`src/hdl/b64d_pkg.sv`:
```
package b64d_pkg;

    // Symbol lookup result: bit 6 set means the byte is not in the alphabet.
    localparam logic [6:0] SymBad = 7'd64;

    localparam logic [7:0] ChPad = 8'h3D;  // '='
    localparam logic [7:0] ChSp  = 8'h20;
    localparam logic [7:0] ChTab = 8'h09;
    localparam logic [7:0] ChLf  = 8'h0A;
    localparam logic [7:0] ChVt  = 8'h0B;
    localparam logic [7:0] ChFf  = 8'h0C;
    localparam logic [7:0] ChCr  = 8'h0D;

    // Status codes reported on the last item of a message.
    localparam logic [2:0] STATUS_OK    = 3'd0;
    localparam logic [2:0] STATUS_BAD   = 3'd1;
    localparam logic [2:0] STATUS_LONE  = 3'd2;
    localparam logic [2:0] STATUS_ROOM  = 3'd3;
    localparam logic [2:0] STATUS_EMPTY = 3'd4;

    localparam int QueueDepth = 4;

    // One decoded job: up to three result items produced by one input item.
    typedef struct packed {
        logic [2:0][7:0] bytes;     // bytes[0] goes out first
        logic [1:0]      last_idx;  // index of the final item of this job
        logic            has_data;  // 0: a single status-only item
        logic [15:0]     base_len;  // byte count before this job
        logic            last;      // job closes the message
        logic [2:0]      status;
    } job_t;

    function automatic logic [6:0] sym_value(input logic [7:0] c);
        logic [6:0] v;
        v = SymBad;
        if (c >= 8'h41 && c <= 8'h5A)
            v = 7'(c - 8'h41);
        else if (c >= 8'h61 && c <= 8'h7A)
            v = 7'(c - 8'h61 + 8'd26);
        else if (c >= 8'h30 && c <= 8'h39)
            v = 7'(c - 8'h30 + 8'd52);
        else if (c == 8'h2B)
            v = 7'd62;
        else if (c == 8'h2F)
            v = 7'd63;
        return v;
    endfunction

    function automatic logic is_ws(input logic [7:0] c);
        return (c == ChSp) || (c == ChTab) || (c == ChLf) || (c == ChVt)
            || (c == ChFf) || (c == ChCr);
    endfunction

endpackage

```
`src/hdl/b64d_front.sv`:
```
module b64d_front
(
    input  logic               clk,
    input  logic               rst_n,
    input  logic               cfg_wr_en,
    input  logic [15:0]        cfg_wr_data,
    input  logic               accept,
    input  logic [7:0]         in_byte,
    input  logic               eom,
    output logic               job_push,
    output b64d_pkg::job_t     job
);

    logic [15:0]      cap_reg;
    logic [2:0][5:0]  held_reg, held_next;
    logic [1:0]       cnt_reg, cnt_next;
    logic             pad_reg, pad_next;
    logic [2:0]       err_reg, err_next;
    logic [15:0]      bc_reg, bc_next;

    logic [6:0]       sym;
    logic [16:0]      diff;
    logic             fits, room1, room2, room3;
    logic [1:0]       nbytes;
    logic [15:0]      bc_after;

    assign sym   = b64d_pkg::sym_value(in_byte);
    assign diff  = {1'b0, cap_reg} - {1'b0, bc_reg};
    assign fits  = ~diff[16];
    assign room1 = fits && (diff[15:0] >= 16'd1);
    assign room2 = fits && (diff[15:0] >= 16'd2);
    assign room3 = fits && (diff[15:0] >= 16'd3);

    always_comb
    begin
        held_next = held_reg;
        cnt_next  = cnt_reg;
        pad_next  = pad_reg;
        err_next  = err_reg;
        nbytes    = 2'd0;
        job       = '0;
        job.base_len = bc_reg;

        // symbol stage
        if (err_reg == b64d_pkg::STATUS_OK && !pad_reg && !b64d_pkg::is_ws(in_byte))
        begin
            if (in_byte == b64d_pkg::ChPad)
                pad_next = 1'b1;
            else if (sym[6])
                err_next = b64d_pkg::STATUS_BAD;
            else if (cnt_reg != 2'd3)
            begin
                held_next[cnt_reg] = sym[5:0];
                cnt_next = cnt_reg + 2'd1;
            end
            else if (!room3)
                err_next = b64d_pkg::STATUS_ROOM;
            else
            begin
                job.bytes[0] = {held_reg[0], held_reg[1][5:4]};
                job.bytes[1] = {held_reg[1][3:0], held_reg[2][5:2]};
                job.bytes[2] = {held_reg[2][1:0], sym[5:0]};
                nbytes   = 2'd3;
                cnt_next = 2'd0;
            end
        end

        // end of message: flush a partial group
        if (eom && err_next == b64d_pkg::STATUS_OK)
        begin
            if (cnt_next == 2'd1)
                err_next = b64d_pkg::STATUS_LONE;
            else if (cnt_next != 2'd0)
            begin
                if (!room1)
                    err_next = b64d_pkg::STATUS_ROOM;
                else
                begin
                    job.bytes[0] = {held_next[0], held_next[1][5:4]};
                    nbytes = 2'd1;
                    if (cnt_next == 2'd3)
                    begin
                        if (!room2)
                            err_next = b64d_pkg::STATUS_ROOM;
                        else
                        begin
                            job.bytes[1] = {held_next[1][3:0], held_next[2][5:2]};
                            nbytes = 2'd2;
                        end
                    end
                end
            end
        end

        bc_after = bc_reg + 16'(nbytes);
        if (eom && err_next == b64d_pkg::STATUS_OK && bc_after == 16'd0)
            err_next = b64d_pkg::STATUS_EMPTY;

        job.has_data = (nbytes != 2'd0);
        job.last_idx = (nbytes != 2'd0) ? nbytes - 2'd1 : 2'd0;
        job.last     = eom;
        job.status   = eom ? err_next : b64d_pkg::STATUS_OK;
        job_push     = accept && (eom || nbytes != 2'd0);

        bc_next = bc_after;
        if (eom)
        begin
            cnt_next = 2'd0;
            pad_next = 1'b0;
            err_next = b64d_pkg::STATUS_OK;
            bc_next  = 16'd0;
        end
    end

    always_ff @(posedge clk or negedge rst_n)
    begin
        if (!rst_n)
        begin
            cap_reg <= 16'hFFFF;
            cnt_reg <= 2'd0;
            pad_reg <= 1'b0;
            err_reg <= b64d_pkg::STATUS_OK;
            bc_reg  <= 16'd0;
        end
        else
        begin
            if (cfg_wr_en)
                cap_reg <= cfg_wr_data;
            if (accept)
            begin
                cnt_reg <= cnt_next;
                pad_reg <= pad_next;
                err_reg <= err_next;
                bc_reg  <= bc_next;
            end
        end
    end

    // symbol holding registers, written only while a group fills
    always_ff @(posedge clk)
    begin
        if (accept)
            held_reg <= held_next;
    end

endmodule

```
`src/hdl/b64d_queue.sv`:
```
module b64d_queue #(
    parameter int DEPTH = b64d_pkg::QueueDepth
)
(
    input  logic               clk,
    input  logic               rst_n,
    input  logic               push,
    input  b64d_pkg::job_t     push_job,
    input  logic               pop,
    output b64d_pkg::job_t     head,
    output logic               full,
    output logic               empty
);

    localparam int PW = (DEPTH > 1) ? $clog2(DEPTH) : 1;
    localparam int CW = $clog2(DEPTH + 1);

    b64d_pkg::job_t   mem [DEPTH];
    logic [PW-1:0]    wr_ptr_reg, rd_ptr_reg;
    logic [CW-1:0]    count_reg;
    logic             do_push, do_pop;

    assign full    = (count_reg == CW'(DEPTH));
    assign empty   = (count_reg == '0);
    assign do_push = push && !full;
    assign do_pop  = pop && !empty;
    assign head    = mem[rd_ptr_reg];

    always_ff @(posedge clk)
    begin
        if (do_push)
            mem[wr_ptr_reg] <= push_job;
    end

    always_ff @(posedge clk or negedge rst_n)
    begin
        if (!rst_n)
        begin
            wr_ptr_reg <= '0;
            rd_ptr_reg <= '0;
            count_reg  <= '0;
        end
        else
        begin
            if (do_push)
                wr_ptr_reg <= (wr_ptr_reg == PW'(DEPTH - 1)) ? '0 : wr_ptr_reg + 1'b1;
            if (do_pop)
                rd_ptr_reg <= (rd_ptr_reg == PW'(DEPTH - 1)) ? '0 : rd_ptr_reg + 1'b1;
            if (do_push && !do_pop)
                count_reg <= count_reg + 1'b1;
            else if (do_pop && !do_push)
                count_reg <= count_reg - 1'b1;
        end
    end

endmodule

```
`src/hdl/b64d_back.sv`:
```
module b64d_back
(
    input  logic               clk,
    input  logic               rst_n,
    input  b64d_pkg::job_t     head,
    input  logic               empty,
    output logic               pop,
    output logic               m_tvalid,
    input  logic               m_tready,
    output logic [23:0]        m_tdata,
    output logic [3:0]         m_tuser,
    output logic               m_tlast
);

    logic [1:0]   idx_reg;
    logic         valid_reg;
    logic [23:0]  data_reg;
    logic [3:0]   user_reg;
    logic         last_reg;
    logic         load, final_item;
    logic [15:0]  len;

    assign load       = !valid_reg || m_tready;
    assign final_item = (idx_reg == head.last_idx);
    assign pop        = load && !empty && final_item;
    assign len        = head.has_data ? head.base_len + 16'(idx_reg) + 16'd1 : head.base_len;

    always_ff @(posedge clk or negedge rst_n)
    begin
        if (!rst_n)
        begin
            idx_reg   <= 2'd0;
            valid_reg <= 1'b0;
        end
        else if (load)
        begin
            valid_reg <= !empty;
            if (!empty)
                idx_reg <= final_item ? 2'd0 : idx_reg + 2'd1;
        end
    end

    always_ff @(posedge clk)
    begin
        if (load && !empty)
        begin
            data_reg <= {len, head.has_data ? head.bytes[idx_reg] : 8'd0};
            last_reg <= head.last && final_item;
            user_reg <= {(head.last && final_item) ? head.status : b64d_pkg::STATUS_OK,
                         head.has_data};
        end
    end

    assign m_tvalid = valid_reg;
    assign m_tdata  = data_reg;
    assign m_tuser  = user_reg;
    assign m_tlast  = last_reg;

endmodule

```
`src/hdl/base64_stream_decoder.sv`:
```
// Channel   Dir  Handshake          Contents (lowest bit first)
// s_        in   s_tvalid/s_tready  tdata: in_byte[7:0]; tlast: end_of_message
// m_        out  m_tvalid/m_tready  tdata: out_byte[7:0], decoded_length[23:8];
//                                   tuser: byte_valid[0], status[3:1]; tlast: last
// cfg_      in   cfg_wr_en          cfg_wr_data: output_capacity[15:0]
//
// One input item is taken per cycle while the job queue has room; results leave at one item
// per cycle while m_tready is high and a job waits, from a registered output stage. A full group
// gives three results, so the queue (QUEUE_DEPTH jobs) absorbs bursts; input stalls only when it fills.
// An input item's results pass through the job queue and then the registered output stage.
// Reset (rst_n low, asynchronous) clears the group state, queue and output valid;
// output_capacity returns to 65535.
module base64_stream_decoder #(
    parameter int QUEUE_DEPTH = b64d_pkg::QueueDepth
)
(
    input  logic         clk,
    input  logic         rst_n,
    // config
    input  logic         cfg_wr_en,
    input  logic [15:0]  cfg_wr_data,   // output_capacity
    // input stream
    input  logic         s_tvalid,
    output logic         s_tready,
    input  logic [7:0]   s_tdata,       // [7:0] in_byte
    input  logic         s_tlast,       // end_of_message
    // output stream
    output logic         m_tvalid,
    input  logic         m_tready,
    output logic [23:0]  m_tdata,       // [7:0] out_byte, [23:8] decoded_length
    output logic [3:0]   m_tuser,       // [0] byte_valid, [3:1] status
    output logic         m_tlast        // last
);

    b64d_pkg::job_t  push_job, head;
    logic            accept, job_push, pop, q_full, q_empty;

    // front side is ready whenever a job slot is free
    assign s_tready = !q_full;
    assign accept   = s_tvalid && s_tready;

    b64d_front u_front
    (
        .clk         (clk),
        .rst_n       (rst_n),
        .cfg_wr_en   (cfg_wr_en),
        .cfg_wr_data (cfg_wr_data),
        .accept      (accept),
        .in_byte     (s_tdata),
        .eom         (s_tlast),
        .job_push    (job_push),
        .job         (push_job)
    );

    b64d_queue #(
        .DEPTH (QUEUE_DEPTH)
    ) u_queue
    (
        .clk      (clk),
        .rst_n    (rst_n),
        .push     (job_push),
        .push_job (push_job),
        .pop      (pop),
        .head     (head),
        .full     (q_full),
        .empty    (q_empty)
    );

    b64d_back u_back
    (
        .clk      (clk),
        .rst_n    (rst_n),
        .head     (head),
        .empty    (q_empty),
        .pop      (pop),
        .m_tvalid (m_tvalid),
        .m_tready (m_tready),
        .m_tdata  (m_tdata),
        .m_tuser  (m_tuser),
        .m_tlast  (m_tlast)
    );

    // a status-only item always closes its message
    assert property (@(posedge clk) disable iff (!rst_n)
        m_tvalid && !m_tuser[0] |-> m_tlast)
        else $error("status-only item without last");

    // status is only reported on the last item
    assert property (@(posedge clk) disable iff (!rst_n)
        m_tvalid && !m_tlast |-> m_tuser[3:1] == b64d_pkg::STATUS_OK)
        else $error("nonzero status before last");

    // a data byte always counts itself in the length
    assert property (@(posedge clk) disable iff (!rst_n)
        m_tvalid && m_tuser[0] |-> m_tdata[23:8] != 16'd0)
        else $error("data byte with zero length");

    // an empty message reports EMPTY unless an earlier error stood
    assert property (@(posedge clk) disable iff (!rst_n)
        m_tvalid && m_tlast && !m_tuser[0] && m_tdata[23:8] == 16'd0 |->
            m_tuser[3:1] != b64d_pkg::STATUS_OK)
        else $error("empty message reported ok");

endmodule
```
`config.mk`:
```
export PLATFORM = sky130hd
export DESIGN_NAME = base64_stream_decoder
export DESIGN_NICKNAME = d
export VERILOG_FILES = /design/src/hdl/b64d_pkg.sv /design/src/hdl/b64d_front.sv /design/src/hdl/b64d_queue.sv /design/src/hdl/b64d_back.sv /design/src/hdl/base64_stream_decoder.sv
export SDC_FILE = /design/constraint.sdc
export NUM_CORES = 1
export LEC_CHECK = 0
export ABC_AREA = 1
export BUFFER_PORTS_ARGS = -buffer_cell sky130_fd_sc_hd__buf_2
export CAP_MARGIN = 0
export CELL_PAD_IN_SITES_DETAIL_PLACEMENT = 0
export CELL_PAD_IN_SITES_GLOBAL_PLACEMENT = 2
export CORE_MARGIN = 2
export CORE_UTILIZATION = 30
export DETAILED_ROUTE_END_ITERATION = 7
export GPL_TIMING_DRIVEN = 1
export PLACE_DENSITY = 0.69
export SLEW_MARGIN = 10
export SYNTH_ARGS = -nofsm -noshare
export SYNTH_HDL_FRONTEND = slang
export SYNTH_HIERARCHICAL = 1
export SYNTH_SLANG_ARGS = --single-unit
```
`constraint.sdc`:
```
create_clock -name clk -period 7 [get_ports clk]
set_clock_uncertainty 0.1 [all_clocks]
set_input_delay 0 -clock clk [delete_from_list [all_inputs] [get_ports clk]]
set_output_delay 0 -clock clk [all_outputs]
set_load 0.05 [all_outputs]
```
## After elaboration in Yosys (flattened, before gate mapping)

Memories as Yosys holds them, arrays and structs flattened.
Cells that the tools add are included.

- Input port bits: 30
- Output and inout bits: 31
- RAM bits: 188
- Register bits after elaboration: 95
- Memories kept: 1
- Word-level logic and storage cells: 185

- Eq/ne operators: 16
- Reductions and logical operators: 48
- Muxes and demuxes: 69
- Add/sub/neg operators: 16
- Bitwise logic cells: 4
- $lt $le $gt $ge: 12

Memory list:

| memory | depth | width | read ports | clocked after Yosys merged registers in | wr ports | line | text |
|---|---|---|---|---|---|---|---|
| u_queue.mem | 4 | 47 | 1 | 0 | 1 | b64d_queue.sv:18 | `b64d_pkg::job_t mem [DEPTH];` |

Operators by type and width:

| operator | number |
|---|---|
| $mux 24 | 5 |
| $mux 16 | 6 |
| $mux 18 | 4 |
| $mux 3 | 16 |
| $mux 2 | 21 |
| $eq 8x4->1 const B | 5 |
| $mux 7 | 5 |
| $add 16x2->16 | 2 |
| $eq 8x6->1 const B | 4 |
| $ge 16x2->1 const B | 2 |
| $mux 8 | 3 |
| $logic_and 1x1->1 | 21 |
| $bwmux 18 | 1 |
| $sub 16x16->17 | 1 |
| $add 16x1->16 const B | 1 |
| $bmux 8 s2 | 1 |
| $ge 16x1->1 const B | 1 |
| $ge 8x7->1 const B | 2 |
| $le 8x7->1 const B | 2 |
| $logic_not 16->1 | 1 |
| $sub 7x7->7 const B | 2 |
| $demux 6 s2 | 1 |
| $logic_not 3->1 | 4 |
| $reduce_bool 2->1 | 5 |
| other kinds (24) | 49 |

## Longest topological paths before layout

- Word-level depth: 23
- Mapped depth: 41
- Depth with buffers taken out: 41

## Modules after synthesis

The synthesis kept the hierarchy.

By module, submodules not included:

| module | cells an instance | instances | seq. area each (um^2) | area an instance (um^2) |
|---|---|---|---|---|
| b64d_queue | 609 | 1 | 5,820.6 | 8,207.9 |
| b64d_front | 667 | 1 | 1,511.4 | 4,879.7 |
| b64d_back | 202 | 1 | 945.9 | 1,771.7 |
| base64_stream_decoder | 3 | 1 | 0.0 | 13.8 |

## Least setup slack after synthesis

No wires, ideal clock.

- Kind: register to register
- Start: register u_front.cap_reg[0]
- End: memory u_queue/mem[0][0] (netlist bit), enable pin
- Data arrival time: 4.854 ns
- Period minus slack after synthesis: 5.406 ns
- Path slack: 1.594 ns
- Data required time: 6.448 ns
- Stages on the path, launching flop included: 22
- Library setup time: 0.452 ns
- Path buffers: 0
- Path through: dfstp_2 -> inv_1 -> ha_1 -> fa_1 -> inv_1 -> nand3_1 -> nand3_1 -> nand2_1 -> nand3b_1 -> nor3_2 -> nand3_2 -> nand2_4 -> nand2_2 -> nand2_2 -> nand2_2 -> nand2_4 -> inv_2 -> nor2_1 -> nand2_2 -> a31oi_1 -> nand2_1 -> nor2_1

- Word-level cells in the longest chain between the ends: 20
- Elaborated cells between the ends (all ways): 40
- Classes of those cells: add/sub: 1; order compare: 3; eq/ne: 2; mux: 23; bitwise: 1; reduce/logical: 10

Ends and longest elaborated chain:

| element | line | text |
|---|---|---|
| start: declaration | b64d_front.sv:14 | `logic [15:0] cap_reg;` |
| start signal: assignment | b64d_front.sv:128 | `cap_reg <= cfg_wr_data;` |
| $sub 16x16->17 (*) | b64d_front.sv:28 | `assign diff = {1'b0, cap_reg} - {1'b0, bc_reg};` |
| $ge 16x2->1 / $not 1->1 (equally long branches) | b64d_front.sv:32, b64d_front.sv:29 |  |
| $logic_and 1x1->1 | b64d_front.sv:32 | `assign room3 = fits && (diff[15:0] >= 16'd3);` |
| $mux 2 | b64d_front.sv:56 | `else if (!room3)` |
| $mux 2 | b64d_front.sv:51 | `else if (cnt_reg != 2'd3)` |
| $mux 2 | b64d_front.sv:49 | `else if (sym[6])` |
| $mux 2 | b64d_front.sv:47 | `if (in_byte == b64d_pkg::ChPad)` |
| $mux 2 | b64d_front.sv:45 | `if (err_reg == b64d_pkg::STATUS_OK && !pad_reg && !b64d_pkg::is_ws(in_byte))` |
| (+5 left out) | n/a |  |
| $mux 2 (*) | b64d_front.sv:69 | `if (eom && err_next == b64d_pkg::STATUS_OK)` |
| $reduce_bool 2->1 (*) | b64d_front.sv:103 | `job_push = accept && (eom \|\| nbytes != 2'd0);` |
| $logic_or 1x1->1 (*) | b64d_front.sv:103 |  |
| $logic_and 1x1->1 (*) | b64d_front.sv:103 |  |
| via job_push | base64_stream_decoder.sv:36 | `logic accept, job_push, pop, q_full, q_empty;` |
| $logic_and 1x1->1 (*) | b64d_queue.sv:25 | `assign do_push = push && !full;` |
| $mux 1 (*) | b64d_queue.sv:31 | `if (do_push)` |
| $mux 1 (not written as such) (*) | b64d_queue.sv:32 | `mem[wr_ptr_reg] <= push_job;` |
| end: declaration | b64d_queue.sv:18 |  |

The timed path passes the listed nets; every way through them passes the cells marked *.

==> metrics.md <==
| Metric | Value |
|---|---|
| Vias in the first global route | 9895 |
| Total Routing Usage GR | 0.141 |
| Number of buffers between clock root and the deepest sink | 3 |
| Sequential-to-total area share from yosys stat | 0.557 |
| R2r startpoint | u_front/cap_reg[0]$_DFFE_PN1P_ |
| Worst-path clk slew | 60 ps |
| Final-layout fill cell count | 4909 |
| Detailed-route wire length per cell | 15.5 um |
| Level count of the clock H-tree | 2 |
| Clock power share | 0.271 |
| WL final | 35300 um |
| DRC Markers | 0 |
| Critical path startpoint | u_front/cap_reg[0]$_DFFE_PN1P_ |
| Layout overhead on the synthesized area | 16.5% |
| Final Cell Area | 0.0173 sq mm |
| Starting density of the core | 0.304 |
| IO Count | 61 |
| Global placement routability congestion | 0.774 |
| HPWL after DPL | 23800 um |
| Worst flop-to-flop path endpoint | u_queue/mem[3][2]$_DFFE_PP_ |
| Clock tree from TritonCTS | done |
| FMAX | 0.169 GHz |
| Crit path buffers/inverters | 5 |
| Cell with the biggest individual delay on the critical path | sky130_fd_sc_hd__dfstp_2 |
| Total die area | 0.0514 sq mm |
| Overall via count from detail_route | 10100 |
| Gate family responsible for the most delay along the worst path | simple AND/OR/NAND/NOR gates |
| Post-route setup TNS | 0 ps |
| Endpoint kind of the worst setup timing path | flip-flop |
| Max FFs per register | 188 |
| Power density normalized to cell area | 363 mW/mm^2 |
| Post-synth EDFFs | 235 |
| Number of vias per cell | 4.44 |
| Internal Power | 3.83 mW |
| Sw frac | 0.391 |
| Max-capacitance violation count | 0 |
| Final count of hold timing violations | 0 |
| TritonCTS buffer count | 35 |
| Unrepaired setup endpoints after global routing | no |
| Total of flip-flops plus latches after synthesis | 283 |
| Path type of the worst min-delay path | in2async |
| Sequential cell area in the final layout | 0.00828 sq mm |
| Die width | 227 um |
| Clock latency of the later-clocked register in the worst-skew pair | 540 ps |
| Part of the power in registers | 0.374 |
| Run status | complete, no violations |
| Port Buffers | 60 |
| Comb power frac | 0.355 |
| Final max-slew violation count | 0 |
| Antenna cells | 0 |
| VDD IR-drop max | 139 uV |
| Syn_nets | 1554 |
| Crit-path max FO | 14 |
| Number of detailed-routing iterations run before antenna repair | 5 |
| Reported leakage power | 7.37 nW |
| FP Rows | 81 |
| Launching element type of the critical path | flip-flop |
| Synth warn | 6 |
| Share of synthesized flip-flops with an asynchronous set or reset | 0.170 |
| Post-placement cell area | 0.0159 sq mm |
| Net count, final | 1656 |
| Data arrival at the endpoint of the critical path | 6200 ps |
| Setup Buffers After CTS | 0 |
| Primary FF master, synth | sky130_fd_sc_hd__edfxtp_1 |
| Count of mapped cells out of synthesis | 1481 |
| Most common cell in the synthesized netlist | sky130_fd_sc_hd__nand2_1 |
| Main area contributors after synthesis | sky130_fd_sc_hd__edfxtp_1, sky130_fd_sc_hd__nand2_1, sky130_fd_sc_hd__inv_1, sky130_fd_sc_hd__dfrtp_1, sky130_fd_sc_hd__o211ai_2 |
| Cell accounting for the most synthesized area | sky130_fd_sc_hd__edfxtp_1 |
| Count of routing violations after the opening detailed-route iteration | 564 |
| Tcrit/Tclk final | 0.846 |
| Syn Area/Cell | 10.0 sq um |
| Clock Sinks | 283 |
| R2r setup slk | 1080 ps |
| Summed instance area of the synthesized netlist | 0.0149 sq mm |
| Transition time at the pin with the least slew margin | 903 ps |
| Largest net degree at the start of global routing | 73 |
| Multi-input gate area in the final layout | 0.00526 sq mm |
| Post-cts sizing count | 0 |
| Library cells used by synthesis | 55 |
| Type of the setup path with the least slack | reg2reg |
| Top register by number of flip-flops | u_queue/mem |
| Post-synth top area share | 0.474 |
| Die Height | 227 um |
| FF-to-FF path depth | 36 |
| Root buffer cell | sky130_fd_sc_hd__clkbuf_16 |
| Initial antenna violation count | 0 |
| Standard cell core area | 0.0490 sq mm |
| Number of cells on the critical path | 36 |
| Final Critical Period | 5920 ps |
| Post-CTS Hold Fix Bufs | 40 |
| Relative slew slack | 0.398 |
| Switching power total | 2.46 mW |
| Top cell types by occurrence after synthesis | sky130_fd_sc_hd__nand2_1, sky130_fd_sc_hd__inv_1, sky130_fd_sc_hd__edfxtp_1 |
| First-pass GRT wire length | 55700 um |
| Layout cell share with drive strength beyond 1 | 0.175 |
| Overflow after GRT | 0 |
| Final number of setup-violating endpoints | 0 |
| Antenna violation net count after detailed routing | 0 |
| Maximum single-stage delay on the critical path | 510 ps |
| Data required time at the worst endpoint | 7280 ps |
[per-layer routing]
| layer | global-route usage | vias to the layer above | share of wire |
|---|---|---|---|
| met5 | 0 | - | 0 |
| met4 | 0.0382 | 0 | 0.018 |
| met3 | 0.0235 | 41 | 0.039 |
| met2 | 0.223 | 151 | 0.45 |
| met1 | 0.199 | 4745 | 0.50 |
| li1 | - | 5149 | - |
[power groups by stage]
stage / clock network [mW] / logic (mW) / registers (mW)
after floorplan: 0 / 1.49 / 2.63
after global placement: 0 / 2.24 / 2.39
after detailed placement: 0 / 2.24 / 2.39
after CTS: 1.77 / 2.27 / 2.36
after global routing: 1.83 / 2.50 / 2.39
final: 1.70 / 2.23 / 2.35
[stage by stage]
step	cells	total power [mW]	hold WS (ps)	utilization	setup WS, ps
2_1_floorplan	1481	4.12	-396	-	1590
3_3_place_gp	2170	4.62	91.3	0.324	1100
3_5_place_dp	2170	4.64	99.4	0.324	1040
4_1_cts	2272	6.40	40.6	0.354	995
5_1_grt	2272	6.72	94.6	0.354	417
6_report	2272	6.29	47.3	0.354	1080
[placed cells by master, fill, tap and decap left out, drive strengths merged, types with 21 or more instances in the layout]
cell           n
nand2        375
inv          281
edfxtp       235
nor2          97
o211ai        95
buf           72
nand3         58
o21ai         45
dlygate4sd3   40
clkbuf        40
ha            39
dfrtp         32
a21oi         29
xor2          21
[worst min-delay path: cells and delay by family]
kind                   cells  cell delay (ps)
buffers and inverters      3             1190
[cells by family (layout without fill, tap and decap cells)]
kind of cell             Yosys count  after routing  synth area share
adder cells (fa/ha/maj)           43             43            0.0382
AND/OR/NAND/NOR                  573            573             0.170
XOR/XNOR                          29             29            0.0171
flip-flops                       283            283             0.557
AO/OA/AOI/OAI                    214            214             0.115
multiplexers                      14             14            0.0106
buffers and inverters            325            452            0.0924
[worst max path at each step]
stage	to
2_1_floorplan	u_queue/mem[0][0]$_DFFE_PP_
3_3_place_gp	u_queue/mem[0][2]$_DFFE_PP_
3_5_place_dp	u_queue/mem[2][2]$_DFFE_PP_
4_1_cts	u_queue/mem[3][2]$_DFFE_PP_
5_1_grt	u_queue/mem[0][2]$_DFFE_PP_
6_report	u_queue/mem[3][2]$_DFFE_PP_
[layout make-up]
cell class              count  share of cell area
flip-flops and latches    283               0.478
multi-input cells         873               0.303
inverters                 278              0.0603
clock buffers              40              0.0516
repair buffers            112              0.0485
well taps                 664              0.0479
clock inverters            22              0.0102
Power figures use the tool's default switching activity.
